**src/design/wcrc_pkg.sv**
```systemverilog
// Shared types, constants and constant functions for the 32-bit word CRC checksum.
// The 32-bit shift update is linear, so it is folded into constant row masks here.
// No dependencies.
`default_nettype none

package wcrc_pkg;

  localparam int unsigned WordW    = 32;
  localparam int unsigned CountW   = 3;
  localparam int unsigned QueueDepth = 2;
  localparam int unsigned QueueAw  = $clog2(QueueDepth);

  localparam logic [WordW-1:0] CrcInit = 32'hFFFF_FFFF;
  localparam logic [WordW-1:0] CrcPoly = 32'h0456_3521;

  typedef logic [WordW-1:0][WordW-1:0] row_masks_t;

  typedef struct packed {
    logic [WordW-1:0] word;
    logic             has_data;
    logic             first;
    logic             last;
  } wcrc_item_t;

  // Bit-serial reference update; only evaluated on constants at elaboration.
  function automatic logic [WordW-1:0] shift_word(input logic [WordW-1:0] rem_in,
                                                  input logic [WordW-1:0] word_in);
    logic [WordW-1:0] rem_v;
    logic [WordW-1:0] word_v;
    logic             carry;
    rem_v  = rem_in;
    word_v = word_in;
    for (int k = 0; k < WordW; k++) begin
      carry  = rem_v[WordW-1];
      rem_v  = {rem_v[WordW-2:0], word_v[WordW-1]};
      word_v = {word_v[WordW-2:0], 1'b0};
      if (carry) begin
        rem_v = rem_v ^ CrcPoly;
      end
    end
    return rem_v;
  endfunction

  // Row i holds the remainder bits that feed output bit i.
  function automatic row_masks_t rem_rows();
    row_masks_t       rows;
    logic [WordW-1:0] col;
    rows = '0;
    for (int j = 0; j < WordW; j++) begin
      col = shift_word(WordW'(1) << j, '0);
      for (int i = 0; i < WordW; i++) begin
        rows[i][j] = col[i];
      end
    end
    return rows;
  endfunction

  // Row i holds the data bits that feed output bit i.
  function automatic row_masks_t word_rows();
    row_masks_t       rows;
    logic [WordW-1:0] col;
    rows = '0;
    for (int j = 0; j < WordW; j++) begin
      col = shift_word('0, WordW'(1) << j);
      for (int i = 0; i < WordW; i++) begin
        rows[i][j] = col[i];
      end
    end
    return rows;
  endfunction

  localparam row_masks_t RemRows  = rem_rows();
  localparam row_masks_t WordRows = word_rows();

  // One parity per output bit; the bits are independent.
  function automatic logic [WordW-1:0] apply_rows(input row_masks_t rows,
                                                  input logic [WordW-1:0] vec);
    logic [WordW-1:0] res;
    for (int i = 0; i < WordW; i++) begin
      res[i] = ^(rows[i] & vec);
    end
    return res;
  endfunction

endpackage

`default_nettype wire

```
**src/design/word_crc32_checksum.sv**
```systemverilog
// Top level of the word 32-bit CRC checksum: front end, item queue, back end.
// Depends on wcrc_pkg, wcrc_front, wcrc_queue and wcrc_back.
//
// Takes one item per cycle while not stalled. Each item carries up to four bytes,
// first byte in bits 7:0; first reloads the remainder with all ones, last appends
// 32 zero bits and returns the checksum. A two-entry queue separates the input
// from the remainder update. A stalled checksum output holds a last item at the
// head of the queue, and the input stalls only once the queue behind it fills.
// With an empty queue, an accepted item's data reaches the remainder at the edge
// that pops it from the queue. The checksum of a last item is registered at
// that same edge and can be taken at the next edge at the earliest.
// The sustained rate of one item per cycle, while nothing stalls, comes from the
// remainder update, which folds all 32 bit steps (and the flush) into XOR trees.
`default_nettype none

module word_crc32_checksum (
  input  logic                        clk,
  input  logic                        rst,
  input  logic                        in_valid,
  output logic                        in_ready,
  input  logic [wcrc_pkg::WordW-1:0]  data_word,
  input  logic [wcrc_pkg::CountW-1:0] byte_count,
  input  logic                        first,
  input  logic                        last,
  output logic                        out_valid,
  input  logic                        out_ready,
  output logic [wcrc_pkg::WordW-1:0]  checksum
);
  import wcrc_pkg::*;

  wcrc_item_t front_item;
  wcrc_item_t q_head;
  logic       q_full;
  logic       q_not_empty;
  logic       q_pop;

  assign in_ready = !q_full;

  wcrc_front u_front (
    .data_word  (data_word),
    .byte_count (byte_count),
    .first      (first),
    .last       (last),
    .item       (front_item)
  );

  wcrc_queue u_queue (
    .clk       (clk),
    .rst       (rst),
    .push      (in_valid && in_ready),
    .push_item (front_item),
    .full      (q_full),
    .pop       (q_pop),
    .not_empty (q_not_empty),
    .head      (q_head)
  );

  wcrc_back u_back (
    .clk         (clk),
    .rst         (rst),
    .q_not_empty (q_not_empty),
    .q_head      (q_head),
    .q_pop       (q_pop),
    .out_valid   (out_valid),
    .out_ready   (out_ready),
    .checksum    (checksum)
  );

endmodule

`default_nettype wire

```
**src/design/wcrc_front.sv**
```systemverilog
// Front end: masks the data word to its valid bytes and classifies the item.
// Depends on wcrc_pkg.
`default_nettype none

module wcrc_front (
  input  logic [wcrc_pkg::WordW-1:0]  data_word,
  input  logic [wcrc_pkg::CountW-1:0] byte_count,
  input  logic                        first,
  input  logic                        last,
  output wcrc_pkg::wcrc_item_t        item
);
  import wcrc_pkg::*;

  logic [WordW-1:0] mask;

  always_comb begin
    case (byte_count) inside
      3'd0:          mask = 32'h0000_0000;
      3'd1:          mask = 32'h0000_00FF;
      3'd2:          mask = 32'h0000_FFFF;
      3'd3:          mask = 32'h00FF_FFFF;
      [3'd4:3'd7]:   mask = 32'hFFFF_FFFF;
      default:       mask = 32'hFFFF_FFFF;
    endcase
  end

  always_comb begin
    item.word     = data_word & mask;
    item.has_data = (byte_count != '0);
    item.first    = first;
    item.last     = last;
  end

endmodule

`default_nettype wire

```
**src/design/wcrc_queue.sv**
```systemverilog
// Short item queue between front and back end.
// Depends on wcrc_pkg.
`default_nettype none

module wcrc_queue (
  input  logic                 clk,
  input  logic                 rst,
  input  logic                 push,
  input  wcrc_pkg::wcrc_item_t push_item,
  output logic                 full,
  input  logic                 pop,
  output logic                 not_empty,
  output wcrc_pkg::wcrc_item_t head
);
  import wcrc_pkg::*;

  wcrc_item_t           mem [QueueDepth];
  logic [QueueAw-1:0]   wr_ptr;
  logic [QueueAw-1:0]   rd_ptr;
  logic [QueueAw:0]     count;

  assign full      = (count == (QueueAw+1)'(QueueDepth));
  assign not_empty = (count != '0);
  assign head      = mem[rd_ptr];

  always_ff @(posedge clk) begin
    if (push) begin
      mem[wr_ptr] <= push_item;
    end
  end

  always_ff @(posedge clk) begin
    if (rst) begin
      wr_ptr <= '0;
      rd_ptr <= '0;
      count  <= '0;
    end else begin
      if (push) begin
        wr_ptr <= (wr_ptr == QueueAw'(QueueDepth - 1)) ? '0 : wr_ptr + 1'b1;
      end
      if (pop) begin
        rd_ptr <= (rd_ptr == QueueAw'(QueueDepth - 1)) ? '0 : rd_ptr + 1'b1;
      end
      case ({push, pop})
        2'b10:   count <= count + 1'b1;
        2'b01:   count <= count - 1'b1;
        default: count <= count;
      endcase
    end
  end

endmodule

`default_nettype wire

```
**src/design/wcrc_back.sv**
```systemverilog
// Back end: holds the running remainder, applies data and flush updates,
// and drives the checksum output register. Depends on wcrc_pkg.
`default_nettype none

module wcrc_back (
  input  logic                       clk,
  input  logic                       rst,
  input  logic                       q_not_empty,
  input  wcrc_pkg::wcrc_item_t       q_head,
  output logic                       q_pop,
  output logic                       out_valid,
  input  logic                       out_ready,
  output logic [wcrc_pkg::WordW-1:0] checksum
);
  import wcrc_pkg::*;

  logic [WordW-1:0] remainder;
  logic [WordW-1:0] remainder_next;
  logic [WordW-1:0] base;
  logic [WordW-1:0] upd;
  logic [WordW-1:0] flushed;

  assign q_pop = q_not_empty && (!q_head.last || !out_valid || out_ready);

  always_comb begin
    base    = q_head.first ? CrcInit : remainder;
    upd     = q_head.has_data ? (apply_rows(RemRows, base) ^ apply_rows(WordRows, q_head.word))
                              : base;
    flushed = apply_rows(RemRows, upd);
    remainder_next = q_head.last ? flushed : upd;
  end

  always_ff @(posedge clk) begin
    if (rst) begin
      remainder <= CrcInit;
      out_valid <= 1'b0;
    end else begin
      if (q_pop) begin
        remainder <= remainder_next;
      end
      if (q_pop && q_head.last) begin
        out_valid <= 1'b1;
      end else if (out_ready) begin
        out_valid <= 1'b0;
      end
    end
  end

  always_ff @(posedge clk) begin
    if (q_pop && q_head.last) begin
      checksum <= flushed;
    end
  end

endmodule

`default_nettype wire

```
**config.mk**
```make
export PLATFORM = sky130hd
export DESIGN_NAME = word_crc32_checksum
export DESIGN_NICKNAME = d
export VERILOG_FILES = /design/src/design/wcrc_pkg.sv /design/src/design/word_crc32_checksum.sv /design/src/design/wcrc_front.sv /design/src/design/wcrc_queue.sv /design/src/design/wcrc_back.sv
export SDC_FILE = /design/constraint.sdc
export NUM_CORES = 1
export LEC_CHECK = 0
export BUFFER_PORTS_ARGS = -buffer_cell sky130_fd_sc_hd__buf_2
export CORE_UTILIZATION = 60
export CTS_CLUSTER_DIAMETER = 200
export DETAILED_ROUTE_END_ITERATION = 16
export PLACE_DENSITY = 0.79
export SYNTH_ARGS = -nofsm -noshare
export SYNTH_HDL_FRONTEND = slang
export SYNTH_SLANG_ARGS = --single-unit
```
**constraint.sdc**
```tcl
create_clock -name clk -period 9.1 [get_ports clk]
set_input_delay 0 -clock clk [delete_from_list [all_inputs] [get_ports clk]]
set_output_delay 0 -clock clk [all_outputs]
set_load 0.02 [all_outputs]
```
## After elaboration in Yosys (flattened, before gate mapping)

Memory sizes are Yosys's and may differ from the RTL's. A register that Yosys moved wholly into a read port is not among the register bits.
Index checks and enable logic that the tools add are counted.

| operators by class | value |
|---|---|
| add/sub/neg operators | 4 |
| multipliers | 0 |
| divide/modulo/power cells | 0 |
| magnitude comparators | 0 |
| equal/unequal tests | 6 |
| shifts and indexed selects | 0 |
| muxes and demuxes | 16 |
| bitwise logic cells | 2 |
| reduce and logical (&&, ||, !) cells | 109 |

Operators with widths:

| cell | count |
|---|---|
| $reduce_xor 32->1 | 96 |
| $mux 32 | 7 |
| $and 32x32->32 | 1 |
| $xor 32x32->32 | 1 |
| $mux 1 | 8 |
| $eq 3x2->1 const B | 2 |
| $reduce_bool 2->1 | 3 |
| $eq 2x2->1 const B | 2 |
| $pmux 2 s2 | 1 |
| $eq 3x1->1 const B | 1 |
| $logic_and 1x1->1 | 3 |
| $logic_not 1->1 | 3 |
| $logic_not 3->1 | 1 |
| $reduce_bool 3->1 | 1 |
| $add 1x1->1 const B | 2 |
| $add 2x1->2 const B | 1 |
| $eq 2x1->1 const B | 1 |
| $logic_or 1x1->1 | 2 |
| $sub 2x1->2 const B | 1 |

| word-level totals | value |
|---|---|
| register bits | 69 |
| latch bits | 0 |
| memory bits (writable) | 70 |
| ROM bits | 0 |
| input bits | 41 |
| output and inout port bits | 34 |
| word-level logic and storage cells | 144 |
| memories | 1 |

Memories:

| name | words | width | rd ports | clocked after memory_dff | write ports | line | source |
|---|---|---|---|---|---|---|---|
| u_queue.mem | 2 | 35 | 1 | 1 | 1 | wcrc_queue.sv:17 | `wcrc_item_t mem [QueueDepth];` |

## Longest topological paths before layout

Gate-level depths: netlist (run 1).

| logic depth | value |
|---|---|
| word-level depth | 6 |
| gate-level depth with buffers | 17 |
| mapped depth without buffers | 12 |

## Hierarchy

A second synthesis (run 1) with hierarchy kept.

| second synthesis, totals | value |
|---|---|
| cell total of the unflattened synthesis | 1042 |
| area, all modules | 11817.6 sq um |

By module, submodules not included:

| module | instances | cells each | area each (sq um) | sequential area each (sq um) |
|---|---|---|---|---|
| wcrc_back | 1 | 870 | 8784.7 | 1621.6 |
| wcrc_queue | 1 | 131 | 2728.9 | 2202.1 |
| wcrc_front | 1 | 39 | 294.0 | 0.0 |
| word_crc32_checksum | 1 | 2 | 10.0 | 0.0 |

## Worst setup path before layout (run 1)

No wires, ideal clock.

| path | value |
|---|---|
| path kind | register to register |
| start | register u_back.remainder[10] |
| end | register u_back.remainder[10] |
| setup time | 0.129 ns |
| data arrival time | 3.601 ns |
| required time | 8.971 ns |
| slack | 5.370 ns |
| cell stages (with the launch flop) | 15 |
| path buffers | 2 |
| period minus slack after synthesis | 3.730 ns |
| path through | dfxtp_1 buf_2 xnor2_2 xnor3_1 xnor3_1 nand3_1 or3b_1 clkbuf_1 xor2_1 xor2_1 xnor2_1 xnor3_1 xnor2_1 a21oi_1 o21ai_0 |

| between the ends | value |
|---|---|
| longest elaborated chain between the ends | 6 |
| elaborated cells between the ends (all ways) | 11 |
| those cells by class | 3 x mux; 1 x bitwise; 7 x reduce/logical |

Ends and longest elaborated chain:

| item | line | source |
|---|---|---|
| start, declared | wcrc_back.sv:17 | `logic [WordW-1:0] remainder;` |
| start signal, assigned | wcrc_back.sv:35 | `remainder <= CrcInit;` |
| start signal, assigned | wcrc_back.sv:39 | `remainder <= remainder_next;` |
| $mux 32 (*) | wcrc_back.sv:26 | `base = q_head.first ? CrcInit : remainder;` |
| $reduce_xor 32->1 | wcrc_pkg.sv:80 | `res[i] = ^(rows[i] & vec);` |
| $xor 32x32->32 (*) | wcrc_back.sv:27 | `upd = q_head.has_data ? (apply_rows(RemRows, base) ^ apply_rows(WordRows, q_head.word))` |
| $mux 32 (*) | wcrc_back.sv:27 |  |
| $reduce_xor 32->1 (*) | wcrc_pkg.sv:80 |  |
| net u_back.flushed[10] | wcrc_back.sv:21 | `logic [WordW-1:0] flushed;` |
| $mux 32 (*) | wcrc_back.sv:30 | `remainder_next = q_head.last ? flushed : upd;` |

Mark *: on every way through the listed nets, which the timed path passes. The rest lies on a longest branch.
A chain may end at the register's enable or synchronous reset.

==> results of run 1 <==
## flip-flops by register name, indices dropped and copies added, names as in the netlist, named ones only
register	count
u_back.remainder	32
u_queue.wr_ptr	1
u_back.checksum	32
u_back.out_valid	1
u_queue.mem	70
u_queue.rd_ptr	1
u_queue.count	2
## cell type report
| cell class | count | area [um^2] | area share (%) |
|---|---|---|---|
| sequential | 140 | 3820 | 29.5 |
| multi-input combinational | 852 | 7390 | 57.0 |
| tap | 260 | 325 | 2.51 |
| timing repair buffer | 124 | 836 | 6.44 |
| clock inverter | 14 | 129 | 0.994 |
| inverter | 11 | 41.3 | 0.318 |
| clock buffer | 17 | 425 | 3.28 |
## per-layer routing
layer	track usage [%]	up-vias
met3	7.71	73
met5	0	-
met1	50.2	4297
met2	56.2	505
li1	-	3943
met4	13.4	0
## cell families (layout without fill, tap and decap cells)
family | after synthesis | in the layout | synth area share [%]
and+or+nand+nor | 217 | 217 | 9.37
buffers and inverters | 92 | 166 | 3.62
muxes | 44 | 44 | 3.91
xor gates and xnor gates | 375 | 375 | 37.8
DFF | 140 | 140 | 33.0
adders and majority gates | 1 | 1 | 0.108
AOI/OAI and AO/OA | 215 | 215 | 12.2
## worst max-delay path by stage
stage / from / endpoint / slack (ns) / cells past startpoint
floorplan: u_back.remainder[10] / u_back.remainder[10] / 5.37 / 14
global placement: flip-flop / u_back.remainder[10] / 4.20 / 14
detailed placement: flip-flop / u_back.remainder[18] / 4.22 / 13
CTS: flip-flop / u_back.remainder[10] / 4.12 / 14
global route: flip-flop / u_back.remainder[10] / 3.75 / 11
finish: flip-flop / u_back.remainder[10] / 3.95 / 14
## worst max-delay path: cells and delay by family, from the launching register on
family / cells / cell delay [ns]
AOI/OAI and AO/OA: 4 / 0.98
and+or+nand+nor: 1 / 0.29
DFF: 1 / 0.32
buffers and inverters: 2 / 1.00
xor gates and xnor gates: 6 / 2.05
muxes: 1 / 0.33
## metrics by stage
stage / setup slack [ns] / hold slack (ns)
4_1_cts: 4.12 / 0.0487
5_1_grt: 3.75 / 0.0679
6_report: 3.95 / 0.0589
3_5_place_dp: 4.22 / 0.198
2_1_floorplan: 5.37 / 0.0989
3_3_place_gp: 4.20 / 0.191
## cell usage after synthesis, types with 6 or more instances
cell type	number
sky130_fd_sc_hd__o22ai_1	11
sky130_fd_sc_hd__nand3_1	14
sky130_fd_sc_hd__dfxtp_1	38
sky130_fd_sc_hd__o21bai_1	7
sky130_fd_sc_hd__o211ai_1	7
sky130_fd_sc_hd__nor2b_1	24
sky130_fd_sc_hd__nand2b_1	7
sky130_fd_sc_hd__nand2_1	39
sky130_fd_sc_hd__mux2_2	10
sky130_fd_sc_hd__edfxtp_1	102
sky130_fd_sc_hd__and3_1	10
sky130_fd_sc_hd__xor3_1	11
sky130_fd_sc_hd__inv_1	10
sky130_fd_sc_hd__o21ai_0	47
sky130_fd_sc_hd__nor3_1	20
sky130_fd_sc_hd__xnor2_1	205
sky130_fd_sc_hd__a21oi_1	65
sky130_fd_sc_hd__mux2i_1	34
sky130_fd_sc_hd__a31oi_1	7
sky130_fd_sc_hd__a211oi_1	6
sky130_fd_sc_hd__and2_1	11
sky130_fd_sc_hd__o32ai_1	6
sky130_fd_sc_hd__buf_2	35
sky130_fd_sc_hd__xnor3_1	59
sky130_fd_sc_hd__xor2_1	88
sky130_fd_sc_hd__a211o_1	9
sky130_fd_sc_hd__buf_4	6
sky130_fd_sc_hd__nor2_1	67
sky130_fd_sc_hd__clkbuf_1	36
sky130_fd_sc_hd__xnor2_2	7
==> flow_results.xml, run 1 <==
<?xml version="1.0" encoding="UTF-8"?>
<metrics>
  <group name="synthesis">
    <metric name="synth_seq_area_share" unit="%">33.0</metric>
    <metric name="synth_nets" unit="">1126</metric>
    <metric name="post_synthesis_instance_area" unit="um^2">11600</metric>
    <metric name="synthCells" unit="">1084</metric>
    <metric name="yosys_register_bits" unit="">140</metric>
    <metric name="ys_top_cells_by_area" unit="">sky130_fd_sc_hd__edfxtp_1 (26%), sky130_fd_sc_hd__xnor2_1 (15%), sky130_fd_sc_hd__xnor3_1 (11%)</metric>
    <metric name="synth_cell_type_count" unit="">74</metric>
    <metric name="top_flip_flop_cell_by_instance_count_after_synthesis" unit="">sky130_fd_sc_hd__edfxtp_1</metric>
    <metric name="synth_edf_count" unit="">102</metric>
    <metric name="average_size_of_a_mapped_cell" unit="um^2">10.7</metric>
    <metric name="synth_warnings" unit="">0</metric>
    <metric name="synth_async_sr_flop_share" unit="%">0</metric>
    <metric name="synth.largest_area_cell" unit="">sky130_fd_sc_hd__edfxtp_1</metric>
    <metric name="netlist.area_leader.share" unit="%">26.4</metric>
  </group>
  <group name="setup_path">
    <metric name="crit-reg2reg-capture" unit="">u_back.remainder[10]</metric>
    <metric name="cpMostUsedCell" unit="">sky130_fd_sc_hd__xnor2_1</metric>
    <metric name="worstPathMaxFanout" unit="">61</metric>
    <metric name="biggest_cell_delay_along_the_critical_path" unit="ns">0.61</metric>
    <metric name="r2r.worst_path.cells" unit="">14</metric>
    <metric name="timing.setup.critical_path_class" unit="">flip-flop to flip-flop</metric>
    <metric name="crit_chain" unit="">buf_4 -&gt; mux2i_4 -&gt; buf_4 -&gt; and2_1 -&gt; xnor2_1 -&gt; xnor2_1 -&gt; a21oi_1 -&gt; o22ai_1 -&gt; xnor2_1 -&gt; xnor2_1 -&gt; xnor3_1 -&gt; xnor2_1 -&gt; a21oi_1 -&gt; o21ai_0</metric>
    <metric name="reg2reg_setup_slack" unit="ns">3.95</metric>
    <metric name="crit_path_slowest_cell" unit="">sky130_fd_sc_hd__o22ai_1</metric>
    <metric name="timing.critical_path.to_type" unit="">flip-flop</metric>
    <metric name="critical_path_arrival" unit="ns">5.49</metric>
    <metric name="worstSetupStartpointType" unit="">flip-flop</metric>
    <metric name="crit_required" unit="ns">9.44</metric>
  </group>
  <group name="final_layout">
    <metric name="fillCellCount" unit="">1385</metric>
    <metric name="finish.utilization" unit="%">68.9</metric>
    <metric name="final_area" unit="um^2">13000</metric>
    <metric name="design.final.nets" unit="">1188</metric>
    <metric name="layout_common_cells" unit="">sky130_fd_sc_hd__xnor2_1 (205), sky130_fd_sc_hd__edfxtp_1 (102), sky130_fd_sc_hd__xor2_1 (88), sky130_fd_sc_hd__buf_2 (74), sky130_fd_sc_hd__nor2_1 (66)</metric>
    <metric name="antenna-diode-count" unit="">0</metric>
    <metric name="growth_of_design_area_from_synthesis_to_finish" unit="%">11.9</metric>
    <metric name="mostFrequentLayoutCell" unit="">sky130_fd_sc_hd__xnor2_1</metric>
    <metric name="finalNonFillerCells" unit="">1418</metric>
    <metric name="post_route_cells_drive_above_1_share" unit="%">14.1</metric>
  </group>
  <group name="clock_network">
    <metric name="tritoncts.num_buffers" unit="">17</metric>
    <metric name="tritoncts" unit="">yes</metric>
    <metric name="clk-insertion-delay-late" unit="ns">0.43</metric>
    <metric name="clock-root-buffer" unit="">sky130_fd_sc_hd__clkbuf_16</metric>
    <metric name="number_of_buffers_between_clock_root_and_the_deepest_sink" unit="">2</metric>
    <metric name="cts.clk_slew.worst_paths" unit="ns">0.07</metric>
    <metric name="number_of_clock_sinks_seen_by_cts" unit="">140</metric>
    <metric name="cts_hold_fix_bufs" unit="">36</metric>
    <metric name="ctsHtreeMaxLevel" unit="">4</metric>
    <metric name="post_cts_buffers" unit="">0</metric>
    <metric name="post_cts.resized_instances" unit="">0</metric>
  </group>
  <group name="drt">
    <metric name="viasPerCell" unit="">6.22</metric>
    <metric name="met3_wirelength" unit="mm">3.65</metric>
    <metric name="avgRoutedWirePerCell" unit="um">24.5</metric>
    <metric name="tritonroute_pass_1_iters" unit="">5</metric>
    <metric name="initialDrtViolationCount" unit="">1015</metric>
    <metric name="route.met2.wl" unit="mm">15.6</metric>
    <metric name="wl_met1" unit="mm">14.3</metric>
    <metric name="route.vias.total" unit="">8818</metric>
    <metric name="drcViolationCount" unit="">0</metric>
    <metric name="number_of_nets_with_antenna_violations_after_routing" unit="">0</metric>
    <metric name="detail_route.wirelength" unit="mm">34.8</metric>
    <metric name="dr.max_layer_used" unit="">met4</metric>
  </group>
  <group name="min_path">
    <metric name="min-delay-path-class" unit="">input pin to flip-flop</metric>
    <metric name="hold_path.startpoint" unit="">byte_count[0]</metric>
    <metric name="end_point_of_the_worst_hold_path" unit="">u_queue.mem[0][2]</metric>
    <metric name="hold-path-cell-count" unit="">3</metric>
  </group>
  <group name="placed_design">
    <metric name="hpwlAfterDp" unit="mm">25.0</metric>
    <metric name="placed_cells" unit="">1351</metric>
    <metric name="place_area" unit="um^2">12100</metric>
    <metric name="gpl.final_weighted_congestion" unit="">1.02</metric>
    <metric name="io_buffers" unit="">74</metric>
  </group>
  <group name="sta">
    <metric name="final.setup.tns" unit="ns">0</metric>
    <metric name="final.setup_skew" unit="ns">0.0182</metric>
    <metric name="max_slew_margin" unit="%">17.7</metric>
    <metric name="hold_viol" unit="">0</metric>
    <metric name="achievable-frequency" unit="MHz">194</metric>
    <metric name="timing_max_transition_violations_final" unit="">0</metric>
    <metric name="finalSetupViolations" unit="">0</metric>
    <metric name="post-route-min-period" unit="ns">5.15</metric>
    <metric name="min_period_over_period" unit="%">56.6</metric>
    <metric name="unrepaired_setup_endpoints_after_global_routing" unit="">false</metric>
    <metric name="worst-slew-pin-transition" unit="ns">1.23</metric>
  </group>
  <group name="floorplan">
    <metric name="initial_core_util" unit="%">61.5</metric>
    <metric name="placementRows" unit="">50</metric>
    <metric name="num_io_pins" unit="">75</metric>
    <metric name="die_x" unit="um">141</metric>
    <metric name="die_h" unit="um">141</metric>
    <metric name="die-area" unit="um^2">19900</metric>
    <metric name="fp.coreArea" unit="um^2">18800</metric>
  </group>
  <group name="grt">
    <metric name="number_of_antenna_violations_at_the_first_check_in_global_routing" unit="">0</metric>
    <metric name="grt_pass1_vias" unit="">8400</metric>
    <metric name="largest_net_degree_at_the_start_of_global_routing" unit="">62</metric>
    <metric name="grt_pass1_wl" unit="mm">52.2</metric>
    <metric name="gr-usage-all-layers" unit="%">36.3</metric>
    <metric name="globalRoute.totalOverflow" unit="">0</metric>
  </group>
  <group name="status">
    <metric name="outcome" unit="">completed</metric>
  </group>
  <group name="job">
    <metric name="number_of_maximum_capacitance_violations" unit="">0</metric>
  </group>
</metrics>
Power of run 1 is left out: the tool's default activity adds up to more than one toggle a clock period on the data nets, which glitch-free logic cannot reach.
==> inputs of run 2 (changes only) <==
CORE_UTILIZATION = 57   (was 60)
clock period = 4.6 ns   (was 9.1 ns; I/O delays follow)
==> run 2 against run 1 <==
Compared with the run above: flip-flop and latch count did not move; hold slack got worse by 0.012 ns; cell count rose by 5.9%; global-route usage rose by 1.6 points; critical endpoint is now u_back.remainder[8]; largest cell class unchanged.
==> flow_results.xml, run 2 (synthesized netlist as in run 1, its figures left out) <==
<?xml version="1.0" encoding="UTF-8"?>
<metrics>
  <group name="min_path">
    <metric name="min-delay-path-class" unit="">input pin to flip-flop</metric>
  </group>
  <group name="sta">
    <metric name="holdWs" unit="ns">0.0467</metric>
    <metric name="post-route-min-period" unit="ns">4.54</metric>
    <metric name="min_period_over_period" unit="%">98.7</metric>
    <metric name="achievable-frequency" unit="MHz">220</metric>
    <metric name="max_slew_margin" unit="%">25.8</metric>
    <metric name="finalSetupViolations" unit="">0</metric>
    <metric name="worst-slew-pin-transition" unit="ns">1.10</metric>
    <metric name="final.setup_skew" unit="ns">0.0175</metric>
    <metric name="unrepaired_setup_endpoints_after_global_routing" unit="">false</metric>
    <metric name="final.setup.tns" unit="ns">0</metric>
    <metric name="timing_max_transition_violations_final" unit="">0</metric>
    <metric name="hold_viol" unit="">0</metric>
  </group>
  <group name="final_layout">
    <metric name="final_area" unit="um^2">13600</metric>
    <metric name="growth_of_design_area_from_synthesis_to_finish" unit="%">17.2</metric>
    <metric name="finish.utilization" unit="%">68.9</metric>
    <metric name="post_route_cells_drive_above_1_share" unit="%">19.5</metric>
    <metric name="largest_reg_flops" unit="">70</metric>
    <metric name="registers.top_by_ff_count" unit="">u_queue.mem</metric>
    <metric name="layout_top_registers" unit="">u_queue.mem: 70 flops, u_back.checksum: 32 flops, u_back.remainder: 32 flops</metric>
    <metric name="antenna-diode-count" unit="">0</metric>
    <metric name="fillCellCount" unit="">1453</metric>
    <metric name="layout_common_cells" unit="">sky130_fd_sc_hd__xnor2_1 (205), sky130_fd_sc_hd__edfxtp_1 (102), sky130_fd_sc_hd__buf_4 (89), sky130_fd_sc_hd__xor2_1 (88), sky130_fd_sc_hd__buf_2 (74)</metric>
    <metric name="mostFrequentLayoutCell" unit="">sky130_fd_sc_hd__xnor2_1</metric>
    <metric name="design.final.nets" unit="">1266</metric>
  </group>
  <group name="setup_path">
    <metric name="critical_path.startpoint" unit="">u_back.remainder[6]</metric>
    <metric name="regToRegStartpoint" unit="">u_back.remainder[6]</metric>
    <metric name="reg2reg_setup_slack" unit="ns">0.06</metric>
    <metric name="timing.setup.critical_path_class" unit="">flip-flop to flip-flop</metric>
    <metric name="timing.critical_path.to_type" unit="">flip-flop</metric>
    <metric name="crit-reg2reg-capture" unit="">u_back.remainder[8]</metric>
    <metric name="r2r.worst_path.cells" unit="">12</metric>
    <metric name="critical_path_arrival" unit="ns">4.89</metric>
    <metric name="worstSetupStartpointType" unit="">flip-flop</metric>
    <metric name="endpoint" unit="">u_back.remainder[8]</metric>
    <metric name="crit_required" unit="ns">4.95</metric>
    <metric name="worstPathMaxFanout" unit="">10</metric>
  </group>
  <group name="clock_network">
    <metric name="number_of_clock_sinks_seen_by_cts" unit="">140</metric>
    <metric name="tritoncts" unit="">yes</metric>
    <metric name="ctsHtreeMaxLevel" unit="">4</metric>
    <metric name="clock-root-buffer" unit="">sky130_fd_sc_hd__clkbuf_16</metric>
    <metric name="cts.clk_slew.worst_paths" unit="ns">0.07</metric>
    <metric name="number_of_buffers_between_clock_root_and_the_deepest_sink" unit="">2</metric>
    <metric name="clk-insertion-delay-late" unit="ns">0.44</metric>
    <metric name="tritoncts.num_buffers" unit="">17</metric>
    <metric name="post_cts_buffers" unit="">0</metric>
  </group>
  <group name="floorplan">
    <metric name="placementRows" unit="">51</metric>
    <metric name="initial_core_util" unit="%">58.8</metric>
    <metric name="die-area" unit="um^2">20900</metric>
    <metric name="die_h" unit="um">145</metric>
    <metric name="num_io_pins" unit="">75</metric>
    <metric name="die_x" unit="um">145</metric>
    <metric name="fp.coreArea" unit="um^2">19700</metric>
  </group>
  <group name="grt">
    <metric name="largest_net_degree_at_the_start_of_global_routing" unit="">53</metric>
    <metric name="grt_pass1_vias" unit="">9124</metric>
    <metric name="number_of_antenna_violations_at_the_first_check_in_global_routing" unit="">0</metric>
    <metric name="grt_pass1_wl" unit="mm">56.2</metric>
    <metric name="gr-usage-all-layers" unit="%">37.9</metric>
    <metric name="globalRoute.totalOverflow" unit="">0</metric>
  </group>
  <group name="drt">
    <metric name="initialDrtViolationCount" unit="">947</metric>
    <metric name="avgRoutedWirePerCell" unit="um">24.6</metric>
    <metric name="viasPerCell" unit="">6.23</metric>
    <metric name="route.vias.total" unit="">9350</metric>
    <metric name="detail_route.wirelength" unit="mm">37.0</metric>
    <metric name="drcViolationCount" unit="">0</metric>
    <metric name="tritonroute_pass_1_iters" unit="">8</metric>
    <metric name="number_of_nets_with_antenna_violations_after_routing" unit="">0</metric>
  </group>
  <group name="placed_design">
    <metric name="hpwlAfterDp" unit="mm">26.8</metric>
    <metric name="place_area" unit="um^2">12700</metric>
    <metric name="gpl.final_weighted_congestion" unit="">1.07</metric>
    <metric name="io_buffers" unit="">74</metric>
  </group>
  <group name="status">
    <metric name="outcome" unit="">completed</metric>
  </group>
  <group name="job">
    <metric name="number_of_maximum_capacitance_violations" unit="">0</metric>
  </group>
</metrics>
-- run 2: worst max-delay path, stage by stage, from the launching register on --
cell and delay (ns):
sky130_fd_sc_hd__dfxtp_1 0.81, sky130_fd_sc_hd__xnor3_1 0.38, sky130_fd_sc_hd__xnor3_1 0.43, sky130_fd_sc_hd__and3b_1 0.20, sky130_fd_sc_hd__o31ai_1 0.30, sky130_fd_sc_hd__o31ai_2 0.23, sky130_fd_sc_hd__buf_4 0.24, sky130_fd_sc_hd__xnor2_1 0.48
sky130_fd_sc_hd__xnor3_1 0.52, sky130_fd_sc_hd__xnor2_1 0.19, sky130_fd_sc_hd__xnor2_1 0.30, sky130_fd_sc_hd__a21oi_1 0.15, sky130_fd_sc_hd__o21ai_0 0.23
-- run 2: what timing repair did --
item | 4_1_cts | 5_1_grt
endpoints found under the hold margin | 70 | 0
endpoints found under the setup margin | 0 | 0
gates resized for setup | 0 | 0
hold buffers | 36 | 0
-- run 2: final cells by class --
cell class | instances | area (um^2) | share of cell area [%]
clock buffer | 18 | 429 | 3.16
timing repair buffer | 202 | 1460 | 10.7
inverter | 11 | 41.3 | 0.304
sequential | 140 | 3820 | 28.2
clock inverter | 14 | 108 | 0.792
tap | 265 | 332 | 2.44
multi-input combinational | 852 | 7390 | 54.4
-- run 2: metrics by stage --
stage          cells  setup slack, ns
3_5_place_dp    1434            0.291
3_3_place_gp    1434            0.347
4_1_cts         1502            0.242
5_1_grt         1502           0.0513
6_report        1502           0.0598
2_1_floorplan   1084            0.870
-- run 2: worst min-delay path by stage --
stage          depth (start not counted)                 end     startpoint  slack (ns)
2_1_floorplan                          0   u_queue.mem[0][0]           last         0.1
3_3_place_gp                           1   u_queue.mem[0][0]           last        0.19
3_5_place_dp                           1   u_queue.mem[0][1]          first        0.19
4_1_cts                                3   u_queue.mem[0][2]  byte_count[0]        0.03
5_1_grt                                2  u_queue.mem[1][30]  byte_count[2]        0.08
6_report                               3   u_queue.mem[0][2]  byte_count[0]        0.05
-- run 2: metal layers --
layer,wire length [um],GRT usage [%]
met1,14600,49.2
met3,3830,8.97
met5,0,0
met2,16400,58.4
met4,2240,20.7
Power of run 2 is left out for the same reason.
